$ cat src/rtl/cda_pkg.sv
// ----------------------------------------------------------------------------
// cda_pkg: shared types and calendar helpers
// Operation codes, sequencer states, month/year length lookups.
// ----------------------------------------------------------------------------
`default_nettype none

package cda_pkg;

    typedef enum logic [1:0] {
        OP_LOAD       = 2'd0,
        OP_ADD_DAYS   = 2'd1,
        OP_ADD_MONTHS = 2'd2,
        OP_ADD_YEARS  = 2'd3
    } op_t;

    typedef enum logic [2:0] {
        S_IDLE,
        S_DECODE,
        S_YEARS,
        S_MONTHS,
        S_MADJ,
        S_MCARRY,
        S_FINISH
    } state_t;

    localparam logic [4:0]  DefaultDay   = 5'd1;
    localparam logic [3:0]  DefaultMonth = 4'd1;
    localparam logic [13:0] DefaultYear  = 14'd1970;
    localparam logic [3:0]  MonthsPerYr  = 4'd12;

    // reciprocal of 12 for 15-bit dividends: q = (n * DivRecip) >> DivShift
    localparam logic [15:0] DivRecip = 16'd43691;
    localparam int          DivShift = 19;

    // leap rule: divisible by four, so only the two low bits matter
    function automatic logic is_leap(input logic [1:0] ylo);
        return (ylo == 2'b00);
    endfunction

    function automatic logic [4:0] month_len(input logic [3:0] m, input logic leap);
        logic [4:0] len;
        case (m)
            4'd2:    len = leap ? 5'd29 : 5'd28;
            4'd4,
            4'd6,
            4'd9,
            4'd11:   len = 5'd30;
            default: len = 5'd31;
        endcase
        return len;
    endfunction

    function automatic logic [8:0] year_len(input logic leap);
        return leap ? 9'd366 : 9'd365;
    endfunction

endpackage

`default_nettype wire

$ cat src/rtl/cda_sub_unit.sv
// ----------------------------------------------------------------------------
// cda_sub_unit: shared compare/subtract
// Reports a > b and gives a - b; the one arithmetic unit of the day walk.
// ----------------------------------------------------------------------------
`default_nettype none

module cda_sub_unit (
    input  wire logic [15:0] a,
    input  wire logic [8:0]  b,
    output logic [15:0]      diff,
    output logic             gt
);

    logic [16:0] full;

    assign full = {1'b0, a} - {8'b0, b};
    assign diff = full[15:0];
    // no borrow and nonzero
    assign gt   = !full[16] && (full[15:0] != 16'd0);

endmodule

`default_nettype wire

$ cat src/rtl/cda_div12.sv
// ----------------------------------------------------------------------------
// cda_div12: divide by twelve
// Registered reciprocal multiply; remainder formed after the register.
// ----------------------------------------------------------------------------
`default_nettype none

module cda_div12 (
    input  wire logic        clk,
    input  wire logic [14:0] n,
    output logic [11:0]      quot,
    output logic [3:0]       rem
);

    import cda_pkg::*;

    logic [30:0] prod;
    logic [11:0] quot_reg;
    logic [14:0] n_reg;
    logic [14:0] q12;

    assign prod = 31'({16'b0, n} * {15'b0, DivRecip});

    always_ff @(posedge clk)
    begin
        quot_reg <= prod[DivShift+11:DivShift];
        n_reg    <= n;
    end

    // q * 12 = q * 8 + q * 4
    assign q12  = {quot_reg, 3'b000} + {1'b0, quot_reg, 2'b00};
    assign quot = quot_reg;
    assign rem  = 4'(n_reg - q12);

endmodule

`default_nettype wire

$ cat src/rtl/calendar_date_adder_unit.sv
// ----------------------------------------------------------------------------
// calendar_date_adder_unit: calendar date keeper with add operations
// Holds one date; each input beat loads it or adds days, months or years.
// ----------------------------------------------------------------------------
// Usage:
//   Input channel op_valid/op_stall carries one operation per beat
//   (load, add days, add months, add years) with amount and load fields.
//   Output channel res_valid/res_stall returns exactly one beat per
//   operation: the current date after it, and error when it was rejected
//   (bad load date, negative amount, year past MAX_YEAR). A rejected
//   operation leaves the date as it was.
//   One operation is processed at a time; op_stall is high from accept
//   until the result is written into the output register.
//   Load, add years, zero or negative amounts go from decode straight
//   to the result; add months passes an adjust step and, unless the
//   year overflows, a month carry step. Add days walks first a whole
//   year per cycle, then a month per cycle, through one shared
//   compare/subtract unit.
//   Reset puts the date at 1 January 1970 and empties the output register.
//   If the receiver stalls, the result waits in the output register and a
//   new operation can still be accepted; a finished operation then waits
//   for the register to drain before committing.
// ----------------------------------------------------------------------------
`default_nettype none

module calendar_date_adder_unit #(
    parameter int MAX_YEAR = 9999
) (
    input  wire logic               clk,
    input  wire logic               rst_n,
    // operation channel
    input  wire logic               op_valid,
    output logic                    op_stall,
    input  wire logic [1:0]         operation,
    input  wire logic signed [15:0] amount,
    input  wire logic [4:0]         load_day,
    input  wire logic [3:0]         load_month,
    input  wire logic [13:0]        load_year,
    // result channel
    output logic                    res_valid,
    input  wire logic               res_stall,
    output logic [4:0]              day,
    output logic [3:0]              month,
    output logic [13:0]             year,
    output logic                    error
);

    import cda_pkg::*;

    localparam logic [15:0] MaxYear = 16'(MAX_YEAR);

    state_t state_reg, state_next;

    // current date
    logic [4:0]  cur_day_reg, cur_day_next;
    logic [3:0]  cur_month_reg, cur_month_next;
    logic [13:0] cur_year_reg, cur_year_next;

    // latched operation beat
    logic [1:0]  op_reg;
    logic [15:0] amount_reg;
    logic [4:0]  ld_day_reg;
    logic [3:0]  ld_month_reg;
    logic [13:0] ld_year_reg;

    // working date
    logic [15:0] wd_reg, wd_next;
    logic [3:0]  wm_reg, wm_next;
    logic [15:0] wy_reg, wy_next;
    logic        werr_reg, werr_next;

    // output register
    logic        res_valid_reg, res_valid_next;
    logic [4:0]  day_reg, day_next;
    logic [3:0]  month_reg, month_next;
    logic [13:0] year_reg, year_next;
    logic        error_reg, error_next;

    logic        accept;
    logic [8:0]  sub_b;
    logic [15:0] sub_diff;
    logic        sub_gt;
    logic [11:0] div_q;
    logic [3:0]  div_r;

    // decode helpers
    logic [4:0]  ld_d;
    logic [3:0]  ld_m;
    logic [13:0] ld_y;
    logic        ld_ok;
    logic [15:0] ysum;
    logic [15:0] wy_p1;
    logic        yr_leap;
    logic [4:0]  madj_m;
    logic [4:0]  madj_mw;
    logic        madj_c;
    logic [15:0] madj_y;

    assign accept = op_valid && !op_stall;

    cda_sub_unit u_sub (
        .a    (wd_reg),
        .b    (sub_b),
        .diff (sub_diff),
        .gt   (sub_gt)
    );

    cda_div12 u_div (
        .clk  (clk),
        .n    (amount_reg[14:0]),
        .quot (div_q),
        .rem  (div_r)
    );

    // load defaults and validity
    assign ld_d  = (ld_day_reg == 5'd0) ? DefaultDay : ld_day_reg;
    assign ld_m  = (ld_month_reg == 4'd0) ? DefaultMonth : ld_month_reg;
    assign ld_y  = (ld_year_reg == 14'd0) ? DefaultYear : ld_year_reg;
    assign ld_ok = (ld_m <= MonthsPerYr) && ({2'b00, ld_y} <= MaxYear)
                   && (ld_d <= month_len(ld_m, is_leap(ld_y[1:0])));

    assign ysum  = {2'b00, cur_year_reg} + {1'b0, amount_reg[14:0]};
    assign wy_p1 = wy_reg + 16'd1;

    // twelve months from (wm, wy) hold the February of wy when wm is
    // January or February, else that of the next year
    assign yr_leap = (wm_reg <= 4'd2) ? is_leap(wy_reg[1:0]) : is_leap(wy_p1[1:0]);

    // month add: month plus remainder, wrap into next year
    assign madj_m  = {1'b0, cur_month_reg} + {1'b0, div_r};
    assign madj_c  = (madj_m > {1'b0, MonthsPerYr});
    assign madj_mw = madj_c ? (madj_m - {1'b0, MonthsPerYr}) : madj_m;
    assign madj_y  = {2'b00, cur_year_reg} + {4'b0, div_q} + {15'b0, madj_c};

    // shared unit operand
    always_comb
    begin
        case (state_reg)
            S_YEARS: sub_b = year_len(yr_leap);
            default: sub_b = {4'b0, month_len(wm_reg, is_leap(wy_reg[1:0]))};
        endcase
    end

    always_ff @(posedge clk or negedge rst_n)
    begin
        if (!rst_n)
        begin
            state_reg     <= S_IDLE;
            cur_day_reg   <= DefaultDay;
            cur_month_reg <= DefaultMonth;
            cur_year_reg  <= DefaultYear;
            res_valid_reg <= 1'b0;
        end
        else
        begin
            state_reg     <= state_next;
            cur_day_reg   <= cur_day_next;
            cur_month_reg <= cur_month_next;
            cur_year_reg  <= cur_year_next;
            res_valid_reg <= res_valid_next;
        end
    end

    always_ff @(posedge clk)
    begin
        if (accept)
        begin
            op_reg       <= operation;
            amount_reg   <= amount;
            ld_day_reg   <= load_day;
            ld_month_reg <= load_month;
            ld_year_reg  <= load_year;
        end
        wd_reg    <= wd_next;
        wm_reg    <= wm_next;
        wy_reg    <= wy_next;
        werr_reg  <= werr_next;
        day_reg   <= day_next;
        month_reg <= month_next;
        year_reg  <= year_next;
        error_reg <= error_next;
    end

    always_comb
    begin
        state_next     = state_reg;
        cur_day_next   = cur_day_reg;
        cur_month_next = cur_month_reg;
        cur_year_next  = cur_year_reg;
        wd_next        = wd_reg;
        wm_next        = wm_reg;
        wy_next        = wy_reg;
        werr_next      = werr_reg;
        day_next       = day_reg;
        month_next     = month_reg;
        year_next      = year_reg;
        error_next     = error_reg;
        res_valid_next = res_valid_reg && res_stall;

        case (state_reg)
            S_IDLE:
            begin
                if (op_valid)
                begin
                    state_next = S_DECODE;
                end
            end

            S_DECODE:
            begin
                wd_next    = {11'b0, cur_day_reg};
                wm_next    = cur_month_reg;
                wy_next    = {2'b00, cur_year_reg};
                werr_next  = 1'b0;
                state_next = S_FINISH;
                if (op_t'(op_reg) == OP_LOAD)
                begin
                    werr_next = !ld_ok;
                    wd_next   = {11'b0, ld_d};
                    wm_next   = ld_m;
                    wy_next   = {2'b00, ld_y};
                end
                else if (amount_reg[15])
                begin
                    werr_next = 1'b1;
                end
                else if (amount_reg != 16'd0)
                begin
                    case (op_t'(op_reg))
                        OP_ADD_DAYS:
                        begin
                            wd_next    = {11'b0, cur_day_reg} + amount_reg;
                            state_next = S_YEARS;
                        end
                        OP_ADD_MONTHS:
                        begin
                            // the divider registers quotient and dividend this cycle
                            state_next = S_MADJ;
                        end
                        default:
                        begin
                            wy_next   = ysum;
                            werr_next = (ysum > MaxYear);
                            // February 29 in a common year becomes March 1
                            if (cur_day_reg == 5'd29 && cur_month_reg == 4'd2
                                && !is_leap(ysum[1:0]))
                            begin
                                wd_next = 16'd1;
                                wm_next = 4'd3;
                            end
                        end
                    endcase
                end
            end

            S_YEARS:
            begin
                if (sub_gt)
                begin
                    wd_next = sub_diff;
                    wy_next = wy_p1;
                    if (wy_p1 > MaxYear)
                    begin
                        werr_next  = 1'b1;
                        state_next = S_FINISH;
                    end
                end
                else
                begin
                    state_next = S_MONTHS;
                end
            end

            S_MONTHS:
            begin
                if (sub_gt)
                begin
                    wd_next = sub_diff;
                    if (wm_reg == MonthsPerYr)
                    begin
                        wm_next = 4'd1;
                        wy_next = wy_p1;
                        if (wy_p1 > MaxYear)
                        begin
                            werr_next  = 1'b1;
                            state_next = S_FINISH;
                        end
                    end
                    else
                    begin
                        wm_next = wm_reg + 4'd1;
                    end
                end
                else
                begin
                    state_next = S_FINISH;
                end
            end

            S_MADJ:
            begin
                wm_next   = madj_mw[3:0];
                wy_next   = madj_y;
                werr_next = (madj_y > MaxYear);
                state_next = (madj_y > MaxYear) ? S_FINISH : S_MCARRY;
            end

            S_MCARRY:
            begin
                // day past the month end spills into the next month
                if (sub_gt)
                begin
                    wd_next = sub_diff;
                    wm_next = wm_reg + 4'd1;
                end
                state_next = S_FINISH;
            end

            S_FINISH:
            begin
                if (!res_valid_reg || !res_stall)
                begin
                    res_valid_next = 1'b1;
                    error_next     = werr_reg;
                    if (werr_reg)
                    begin
                        day_next   = cur_day_reg;
                        month_next = cur_month_reg;
                        year_next  = cur_year_reg;
                    end
                    else
                    begin
                        day_next       = wd_reg[4:0];
                        month_next     = wm_reg;
                        year_next      = wy_reg[13:0];
                        cur_day_next   = wd_reg[4:0];
                        cur_month_next = wm_reg;
                        cur_year_next  = wy_reg[13:0];
                    end
                    state_next = S_IDLE;
                end
            end

            default:
            begin
                state_next = S_IDLE;
            end
        endcase
    end

    assign op_stall  = (state_reg != S_IDLE);
    assign res_valid = res_valid_reg;
    assign day       = day_reg;
    assign month     = month_reg;
    assign year      = year_reg;
    assign error     = error_reg;

endmodule

`default_nettype wire

$ cat config.mk
export PLATFORM = sky130hd
export DESIGN_NAME = calendar_date_adder_unit
export DESIGN_NICKNAME = d
export VERILOG_FILES = /design/src/rtl/cda_pkg.sv /design/src/rtl/cda_sub_unit.sv /design/src/rtl/cda_div12.sv /design/src/rtl/calendar_date_adder_unit.sv
export SDC_FILE = /design/constraint.sdc
export NUM_CORES = 1
export LEC_CHECK = 0
export BUFFER_PORTS_ARGS = -buffer_cell sky130_fd_sc_hd__buf_2
export CAP_MARGIN = 20
export CORE_MARGIN = 4
export CORE_UTILIZATION = 41
export CTS_CLUSTER_DIAMETER = 40
export DETAILED_ROUTE_END_ITERATION = 12
export REMOVE_ABC_BUFFERS = 1
export SYNTH_ARGS = -nofsm -noshare
export SYNTH_HDL_FRONTEND = slang
export SYNTH_HIERARCHICAL = 1
export SYNTH_SLANG_ARGS = --single-unit
$ cat constraint.sdc
create_clock -name clk -period 10.9 [get_ports clk]
set_input_delay 2.18 -clock clk [delete_from_list [all_inputs] [get_ports clk]]
set_output_delay 2.18 -clock clk [all_outputs]
set_load 0.05 [all_outputs]
=== Word level (Yosys, flattened, before mapping) ===
Index checks and enable logic that the tools add are counted.

* Bits in registers: 145
* Latch bits: 0
* RAM bits: 0
* Bits in read-only memories: 0
* Input port bits: 45
* Output and inout bits: 26
* Memories kept: 0

* Add/sub/neg operators: 11
* Multiply operators: 1
* Divide/modulo/power cells: 0
* Magnitude comparators: 8
* Equal/unequal tests: 29
* Shifts and indexed selects: 0
* Mux-type cells: 61
* Bitwise gates (word level): 0
* Reduce and logical (&&, ||, !) cells: 38

{| class="wikitable"
|+ Operators with widths
! kind !! number
|-
| 2-to-1 mux 16 bit || 11
|-
| one-hot mux 16 bit (2 select lines) || 2
|-
| one-hot mux 16 bit (4 select lines) || 1
|-
| greater-than comparator 16 x 14 -> 1 bit, second input constant || 3
|-
| 2-to-1 mux 4 bit || 11
|-
| nonzero test 16 bit || 2
|-
| multiplier 15 x 16 -> 31 bit, second input constant || 1
|-
| 2-to-1 mux 14 bit || 2
|-
| 2-to-1 mux 3 bit || 9
|-
| one-hot mux 3 bit (7 select lines) || 1
|-
| == test 4 bit, second input constant || 5
|-
| subtractor 16 x 9 -> 17 bit || 1
|-
| adder 14 x 15 -> 16 bit || 1
|-
| adder 15 x 1 -> 16 bit || 1
|-
| adder 16 x 1 -> 16 bit, second input constant || 1
|-
| adder 5 x 16 -> 16 bit || 1
|-
| == test 4 x 3 -> 1 bit, second input constant || 4
|-
| one-hot mux 4 bit (4 select lines) || 1
|-
| adder 14 x 12 -> 15 bit || 1
|-
| 2-to-1 mux 5 bit || 3
|-
| <= comparator 14 bit, second input constant || 1
|-
| zero test 14 bit || 1
|-
| 2-to-1 mux 1 bit || 13
|-
| == test 4 x 2 -> 1 bit, second input constant || 3
|-
| 39 further kinds || 68
|}

=== Depth between registers and ports, before layout ===
Gate-level depths: netlist of run 1.

* Word-level depth: 10
* Depth in mapped cells: 21
* Depth with buffers taken out: 21

=== Modules after synthesis ===
The synthesis of run 1 kept the hierarchy.

{| class="wikitable"
|+ Modules (own cells, without submodules)
! module !! times used !! cells each !! area an instance (um2)
|-
| calendar_date_adder_unit || 1 || 786 || 8244.2
|-
| cda_div12 || 1 || 413 || 4083.9
|-
| cda_sub_unit || 1 || 99 || 701.9
|}

=== Worst setup path before layout of run 1 ===
No wires, ideal clock.

* Kind: reg-to-reg
* Start point: register state_reg[2]
* End point: register werr_reg (enable)
* Library setup time: 312 ps
* Arrival time: 5260 ps
* Path slack: 5328 ps
* Cell stages (with the launch flop): 20
* Clock period less this slack: 5572 ps
* Cells stage by stage: dfrtp_1 > clkbuf_1 > clkinv_1 > nand2_1 > clkbuf_1 > nor2_1 > mux2_2 > ha_1 > fa_1 > nand2b_1 > a21oi_2 > nor2_2 > o311ai_1 > xnor2_1 > a311oi_1 > a21oi_1 > nand3_1 > o21a_1 > o21ai_0 > a21boi_0

* Longest elaborated chain between the ends: 7
* Elaborated cells between the ends (all ways): 14
* Classes of those cells: 1 x add/sub; 7 x eq/ne; 1 x mux; 5 x reduce/logical

{| class="wikitable"
|+ RTL lines
! element !! line !! text
|-
| start, declared || calendar_date_adder_unit.sv:52 || <nowiki>state_t state_reg, state_next;</nowiki>
|-
| start signal, assigned || calendar_date_adder_unit.sv:156 || <nowiki>state_reg <= state_next;</nowiki>
|-
| == test 3 x 2 -> 1 bit (*) || calendar_date_adder_unit.sv:138 || <nowiki>case (state_reg)</nowiki>
|-
| 2-to-1 mux 9 bit (*) || calendar_date_adder_unit.sv:138 ||
|-
| named net sub_b[5] || calendar_date_adder_unit.sv:80 || <nowiki>logic [8:0] sub_b;</nowiki>
|-
| subtractor 16 x 9 -> 17 bit (*) || cda_sub_unit.sv:16 || <nowiki>assign full = {1'b0, a} - {8'b0, b};</nowiki>
|-
| named net sub_diff[14] || calendar_date_adder_unit.sv:81 || <nowiki>logic [15:0] sub_diff;</nowiki>
|-
| nonzero test 16 bit (*) || cda_sub_unit.sv:19 || <nowiki>assign gt = !full[16] && (full[15:0] != 16'd0);</nowiki>
|-
| logical AND 1 bit (*) || cda_sub_unit.sv:19 ||
|-
| named net sub_gt || calendar_date_adder_unit.sv:82 || <nowiki>logic sub_gt;</nowiki>
|-
| != test 2 bit (no line) || - ||
|-
| AND reduction 4 bit (no line) (*) || - ||
|-
| end signal, assigned || calendar_date_adder_unit.sv:177 || <nowiki>werr_reg <= werr_next;</nowiki>
|-
| end, declared || calendar_date_adder_unit.sv:70 || <nowiki>logic werr_reg, werr_next;</nowiki>
|}

Mark *: on every way through the listed nets, which the timed path passes. The rest lies on a longest branch.
A chain may end at the register's enable or synchronous reset.

=== Final worst setup path of run 1 ===
* Start point: register state_reg[1]
* End point: register werr_reg (enable)

* Longest elaborated chain between the ends: 7
* Elaborated cells between the ends (all ways): 14
* Classes of those cells: 1 x add/sub; 7 x eq/ne; 1 x mux; 5 x reduce/logical

{| class="wikitable"
|+ RTL lines
! element !! line
|-
| == test 3 x 2 -> 1 bit (*) || calendar_date_adder_unit.sv:138
|-
| 2-to-1 mux 9 bit (*) || calendar_date_adder_unit.sv:138
|-
| named net sub_b[5] || calendar_date_adder_unit.sv:80
|-
| subtractor 16 x 9 -> 17 bit (*) || cda_sub_unit.sv:16
|-
| nonzero test 16 bit or zero test 1 bit (tied branches) || cda_sub_unit.sv:19
|-
| logical AND 1 bit (*) || cda_sub_unit.sv:19
|-
| named net sub_gt || calendar_date_adder_unit.sv:82
|-
| != test 2 bit (no line) || -
|-
| AND reduction 4 bit (no line) (*) || -
|}

Marks and branches as above.

==> results of run 1 <==
kinds of logic (layout without fill, tap and decap cells):
family,count (synthesis),in the layout
adders and majority gates,228,228
other,2,3
muxes,56,56
and+or+nand+nor,321,321
xor gates and xnor gates,86,86
AOI/OAI and AO/OA,301,301
DFF,145,145
buffers and inverters,159,237
placed cells by master (no fill, tap or decap), types with 7 or more instances in the layout:
| cell | instances |
|---|---|
| ha_1 | 165 |
| inv_1 | 125 |
| edfxtp_1 | 102 |
| nand2_1 | 88 |
| nor2_1 | 84 |
| a21oi_1 | 75 |
| buf_2 | 70 |
| o21ai_0 | 67 |
| fa_1 | 63 |
| xnor2_1 | 48 |
| mux2_2 | 42 |
| xor2_1 | 38 |
| nand3_1 | 33 |
| a21o_1 | 21 |
| clkbuf_16 | 19 |
| dfrtp_1 | 18 |
| o21a_1 | 17 |
| nor3_1 | 16 |
| dfxtp_1 | 16 |
| a211oi_1 | 15 |
| nor4_1 | 14 |
| mux2i_1 | 14 |
| nor2b_1 | 13 |
| a22oi_1 | 13 |
| and3_1 | 13 |
| nand4_1 | 12 |
| a31oi_1 | 10 |
| o22ai_1 | 10 |
| dfstp_2 | 9 |
| o221ai_1 | 8 |
| nand2b_1 | 7 |
| o21bai_1 | 7 |
| buf_4 | 7 |
layer usage:
layer	GRT usage	up-vias	part of all wire
met1	0.2810	4841	0.47
li1	-	4829	-
met3	0.03442	35	0.048
met4	0.05071	0	0.018
met2	0.3164	232	0.46
met5	0	-	0
worst min-delay path, stage by stage, from the launching register on:
cell	delay, ps
dfrtp_1	340
nand2_1	130
nand2_1	80
final cells by class:
type                       instances  area, sq um
fill                            2960        17060
multi-input combinational        995         8308
sequential                       145         4070
tap                              402        503.0
clock buffer                      21        493.0
inverter                         126        473.0
timing repair buffer              79        450.4
clock inverter                    11        112.6
through the flow:
step	util	hold WS, ps	worst slack, ps	cells
after floorplan	-	445.4	5445	1266
after global routing	0.4578	596.6	4578	1779
after CTS	0.4563	577.4	5028	1777
after global placement	0.4371	558.3	5047	1745
after detailed placement	0.4371	563.2	5061	1745
final	0.4578	584.7	4928	1779
worst paths after layout:
| kind | startpoint | to | slack (ps) | cells past startpoint |
|---|---|---|---|---|
| worst max-delay path | state_reg[1] | werr_reg | 4930 | 17 |
| worst min-delay path | res_valid | res_valid | 580 | 2 |
| worst max register to register | state_reg[1] | werr_reg | 4930 | 17 |
| worst min register to register | res_valid | res_valid | 580 | 2 |
| max in group asynchronous | rst_n | cur_day_reg[2] | 8580 | 1 |
| min in group asynchronous | rst_n | cur_year_reg[6] | 1810 | 1 |
==> results_dict.tcl, run 1 <==
set metrics [dict create \
    outcome "finished clean" \
    synthCells 1298 \
    fp.coreArea_sq_um 31470 \
    synth_top_area_cell "edfxtp_1" \
    vias 9937 \
    nNetsFinal 1637 \
    antenna_found_initial 0 \
    synth_compound_area_frac 0.1548 \
    dpl.hpwl_mm 26.35 \
    synth_common_cells "ha_1 (165), inv_1 (125), edfxtp_1 (102)" \
    start_kind "flip-flop" \
    worst_pin_slew_ps 952.9 \
    path_buf_inv 1 \
    syn_avg_cell_area_sq_um 10.04 \
    first_global_vias 9940 \
    wl_per_cell_um 18.86 \
    cts.sink_count 145 \
    ctsHoldBuffers 0 \
    die_w_um 186.3 \
    endpoint_kind "flip-flop" \
    synth_cell_type_count 95 \
    grt_first_pass_wirelength_mm 53.94 \
    yosysMostFrequentCell "ha_1" \
    synthXorXnorAreaFrac 0.05781 \
    worstPathMaxFanout 17 \
    critPathArrivalTime_ps 6100 \
    max_stage_delay_ps 690 \
    clock.fmax_mhz 167.4 \
    ys_ff_latch 145 \
    synth_edf_count 102 \
    rsz0062_at_grt "no" \
    avgViaCountPerCell 5.586 \
    drt_iter0_drc 677 \
    path_cells "nand2_1 > nor2_1 > mux2_2 > ha_1 > fa_1 > nand2b_1 > a21oi_2 > nor2_2 > o31ai_1 > o21a_1 > a311oi_1 > a21oi_1 > nand3_1 > o21a_1 > o21ai_1 > buf_4 > a21boi_0" \
    path_class "reg -> reg" \
    yosys-top-cells-area "edfxtp_1 (24%), ha_1 (16%), fa_1 (9.7%), mux2_2 (3.6%), inv_1 (3.6%)" \
    diodes 0 \
    initial_core_util 0.4140 \
    setup_violations 0 \
    synth_top_family_by_area "adder cells" \
    drv_cap 0 \
    drtPass1Iterations 7 \
    hold_viol 0 \
    ctsResizeCount 0 \
    htree_levels 4 \
    fin_area_sq_um 14410 \
    row_count 65 \
    netlist_area_sq_um 13030 \
    grt_max_degree 42 \
    max_slew_margin 0.3624 \
    io-pin-count 71 \
    wl_mm 33.56 \
    post-cts-setup-buffers 0 \
    insertion_delay_ps 440 \
    worst_path_most_repeated_cell "o21a_1" \
    yosys.area_share.simple 0.1218 \
    io_buffers 70 \
    path_clk_slew_ps 70 \
    place_congestion 0.9158 \
    fin_tns_setup_ps 0 \
    place_area_sq_um 13760 \
    yosysSeqAreaShare 0.3124 \
    clockBufferDepth 2 \
    die_area_sq_um 34700 \
    cp.required_ps 11030 \
    drv_slew 0 \
    slowest_stage "a21oi_1" \
    grt_use_total 0.1982 \
    synthAdderAreaFrac 0.2552 \
    synth_top_cell_area_share 0.2351 \
    critPathTopFamily "compound AO/OA/AOI/OAI gates" \
    yosysWarnings 6 \
    drt.antenna.violating_nets 0 \
    post-route-period-util 0.5479 \
    dieHeight_um 186.3 \
    cts-root-buf "clkbuf_16" \
    drive_above_1_share 0.1365 \
    drc 0 \
    cts_tree "built" \
    min_path_type "reg -> reg" \
    min_period_ps 5972 \
    grt_overflow 0 \
    area_growth_pct 10.59 \
    cts_buffers 17 \
    fin_worst_skew_ps 15.00 \
    postSynth.asyncResetShare 0.1862 \
    muxShareOfSynthArea 0.04705 \
    ys.flop_type "edfxtp_1" \
]
Power of run 1 is not shown: default switching activity piles up to over one toggle a cycle in this logic, so the estimate is an artifact.
==> run 2: changes to the inputs <==
- clock period: 10.9 -> 5.5 ns (I/O delays scaled with it)
==> run 2 against run 1 <==
Compared with the run above: sequential cell count unchanged; non-clock buffer count increased by 32; cell count increased by 1.8%; routed wire length decreased by 0.14%; hold slack got worse by 14 ps; setup slack got worse by 4700 ps; maximum frequency increased by 13%; first-iteration DRC count increased by 9.7%; cell area increased by 1.8%; global-route usage about the same; core utilization increased by 0.81 points.
==> results_dict.tcl, run 2 (same netlist as run 1, synthesis figures left out) <==
set metrics [dict create \
    cts_tree "built" \
    dieHeight_um 186.3 \
    row_count 65 \
    drt.antenna.violating_nets 0 \
    io_buffers 70 \
    die_w_um 186.3 \
    outcome "finished clean" \
    clock.fmax_mhz 188.7 \
    worstPathMaxFanout 4 \
    worst_pin_slew_ps 1072 \
    fin_worst_skew_ps 14.45 \
    layout_commonest_cell "ha_1" \
    drv_slew 0 \
    cts.sink_count 145 \
    grt_first_pass_wirelength_mm 53.79 \
    critPathArrivalTime_ps 5630 \
    grt_use_total 0.1978 \
    drt_iter0_drc 743 \
    endpoint_kind "flip-flop" \
    start_kind "flip-flop" \
    dpl.hpwl_mm 26.43 \
    setup_violations 0 \
    drv_cap 0 \
    cp.required_ps 5830 \
    nFillCells 2943 \
    max_slew_margin 0.2856 \
    min_period_ps 5299 \
    wl_mm 33.51 \
    grt_overflow 0 \
    insertion_delay_ps 450 \
    clockBufferDepth 2 \
    min_path_type "reg -> reg" \
    place_congestion 0.8868 \
    antenna_found_initial 0 \
    final_cell_mix "ha_1 (162), inv_1 (125), edfxtp_1 (102), nand2_1 (88), nor2_1 (84)" \
    path_class "reg -> reg" \
    io-pin-count 71 \
    cts_buffers 17 \
    avgViaCountPerCell 5.604 \
    hold_viol 0 \
    htree_levels 4 \
    initial_core_util 0.4140 \
    diodes 0 \
    cts-root-buf "clkbuf_16" \
    dpl_worst_slack_ps 59.28 \
    ctsHoldBuffers 0 \
    die_area_sq_um 34700 \
    fin_ws_ps 201.1 \
    vias 10150 \
    first_global_vias 10050 \
    wl_per_cell_um 18.50 \
    drc 0 \
    nNetsFinal 1669 \
    grt_max_degree 42 \
    fp.coreArea_sq_um 31470 \
    drive_above_1_share 0.1590 \
    path_clk_slew_ps 70 \
    area_growth_pct 12.56 \
    drtPass1Iterations 6 \
    post-route-period-util 0.9634 \
]
run 2: cell count changes in the layout (fill, tap and decap cells not counted), sizes merged:
cell / before / now
clkinvlp: 1 / 2
buf: 79 / 111
inv: 131 / 133
clkinv: 4 / 5
clkbuf: 21 / 17
run 2: path summary, 6_finish.rpt:
kind	from	to	slack (ps)	cells after the start
min reg2reg	res_valid	res_valid	570	2
max in group asynchronous	rst_n	cur_day_reg[1]	4280	1
max	amount_reg[14]	u_div/quot[10]	200	17
max reg2reg	amount_reg[14]	u_div/quot[10]	200	17
min	res_valid	res_valid	570	2
min in group asynchronous	rst_n	cur_year_reg[11]	730	1
run 2: cell type report:
type	instances	area, sq um	area share
clock inverters	15	148.9	0.01015
repair buffers	111	694.4	0.04735
multi-input cells	995	8352	0.5694
well taps	402	503.0	0.03429
inverters	126	473.0	0.03225
flip-flops and latches	145	4070	0.2775
clock buffers	17	425.4	0.02901
run 2: worst max-delay path, cell delays in order (launching register included):
cell and delay, ps:
edfxtp_1 450, ha_4 320, fa_1 450, fa_1 430
fa_1 530, inv_1 60, fa_1 530, inv_1 60
fa_1 480, ha_1 310, o21ai_0 90, o21a_1 180
or2_1 270, a311oi_4 220, buf_6 160, nor2_2 60
o21a_1 220, o311a_1 360
run 2: repair_timing:
action	4_1_cts	5_1_grt
hold endpoints to repair	0	0
resized for setup	0	8
setup buffers	0	4
endpoints found under the setup margin	0	6
run 2: stage by stage:
| step | util | cell area [sq um] | TNS (ps) | std cells | hold slack [ps] |
|---|---|---|---|---|---|
| 5_1_grt | 0.4660 | 14670 | -10.64 | 1811 | 600.3 |
| 4_1_cts | 0.4627 | 14560 | 0 | 1806 | 569.2 |
| 6_report | 0.4660 | 14670 | 0 | 1811 | 570.8 |
| 3_5_place_dp | 0.4444 | 13990 | 0 | 1774 | 554.3 |
| 2_1_floorplan | - | 12850 | 0 | 1266 | 445.4 |
| 3_3_place_gp | 0.4444 | 13990 | 0 | 1774 | 542.1 |
run 2: per-layer routing:
layer  global-route usage  vias to the layer above  share of wire
met5                    0                        -              0
met4              0.05567                        0          0.016
met3              0.03520                       40          0.051
met2               0.3211                      298           0.47
met1               0.2734                     4909           0.46
li1                     -                     4902              -
Power of run 2 is left out for the same reason.
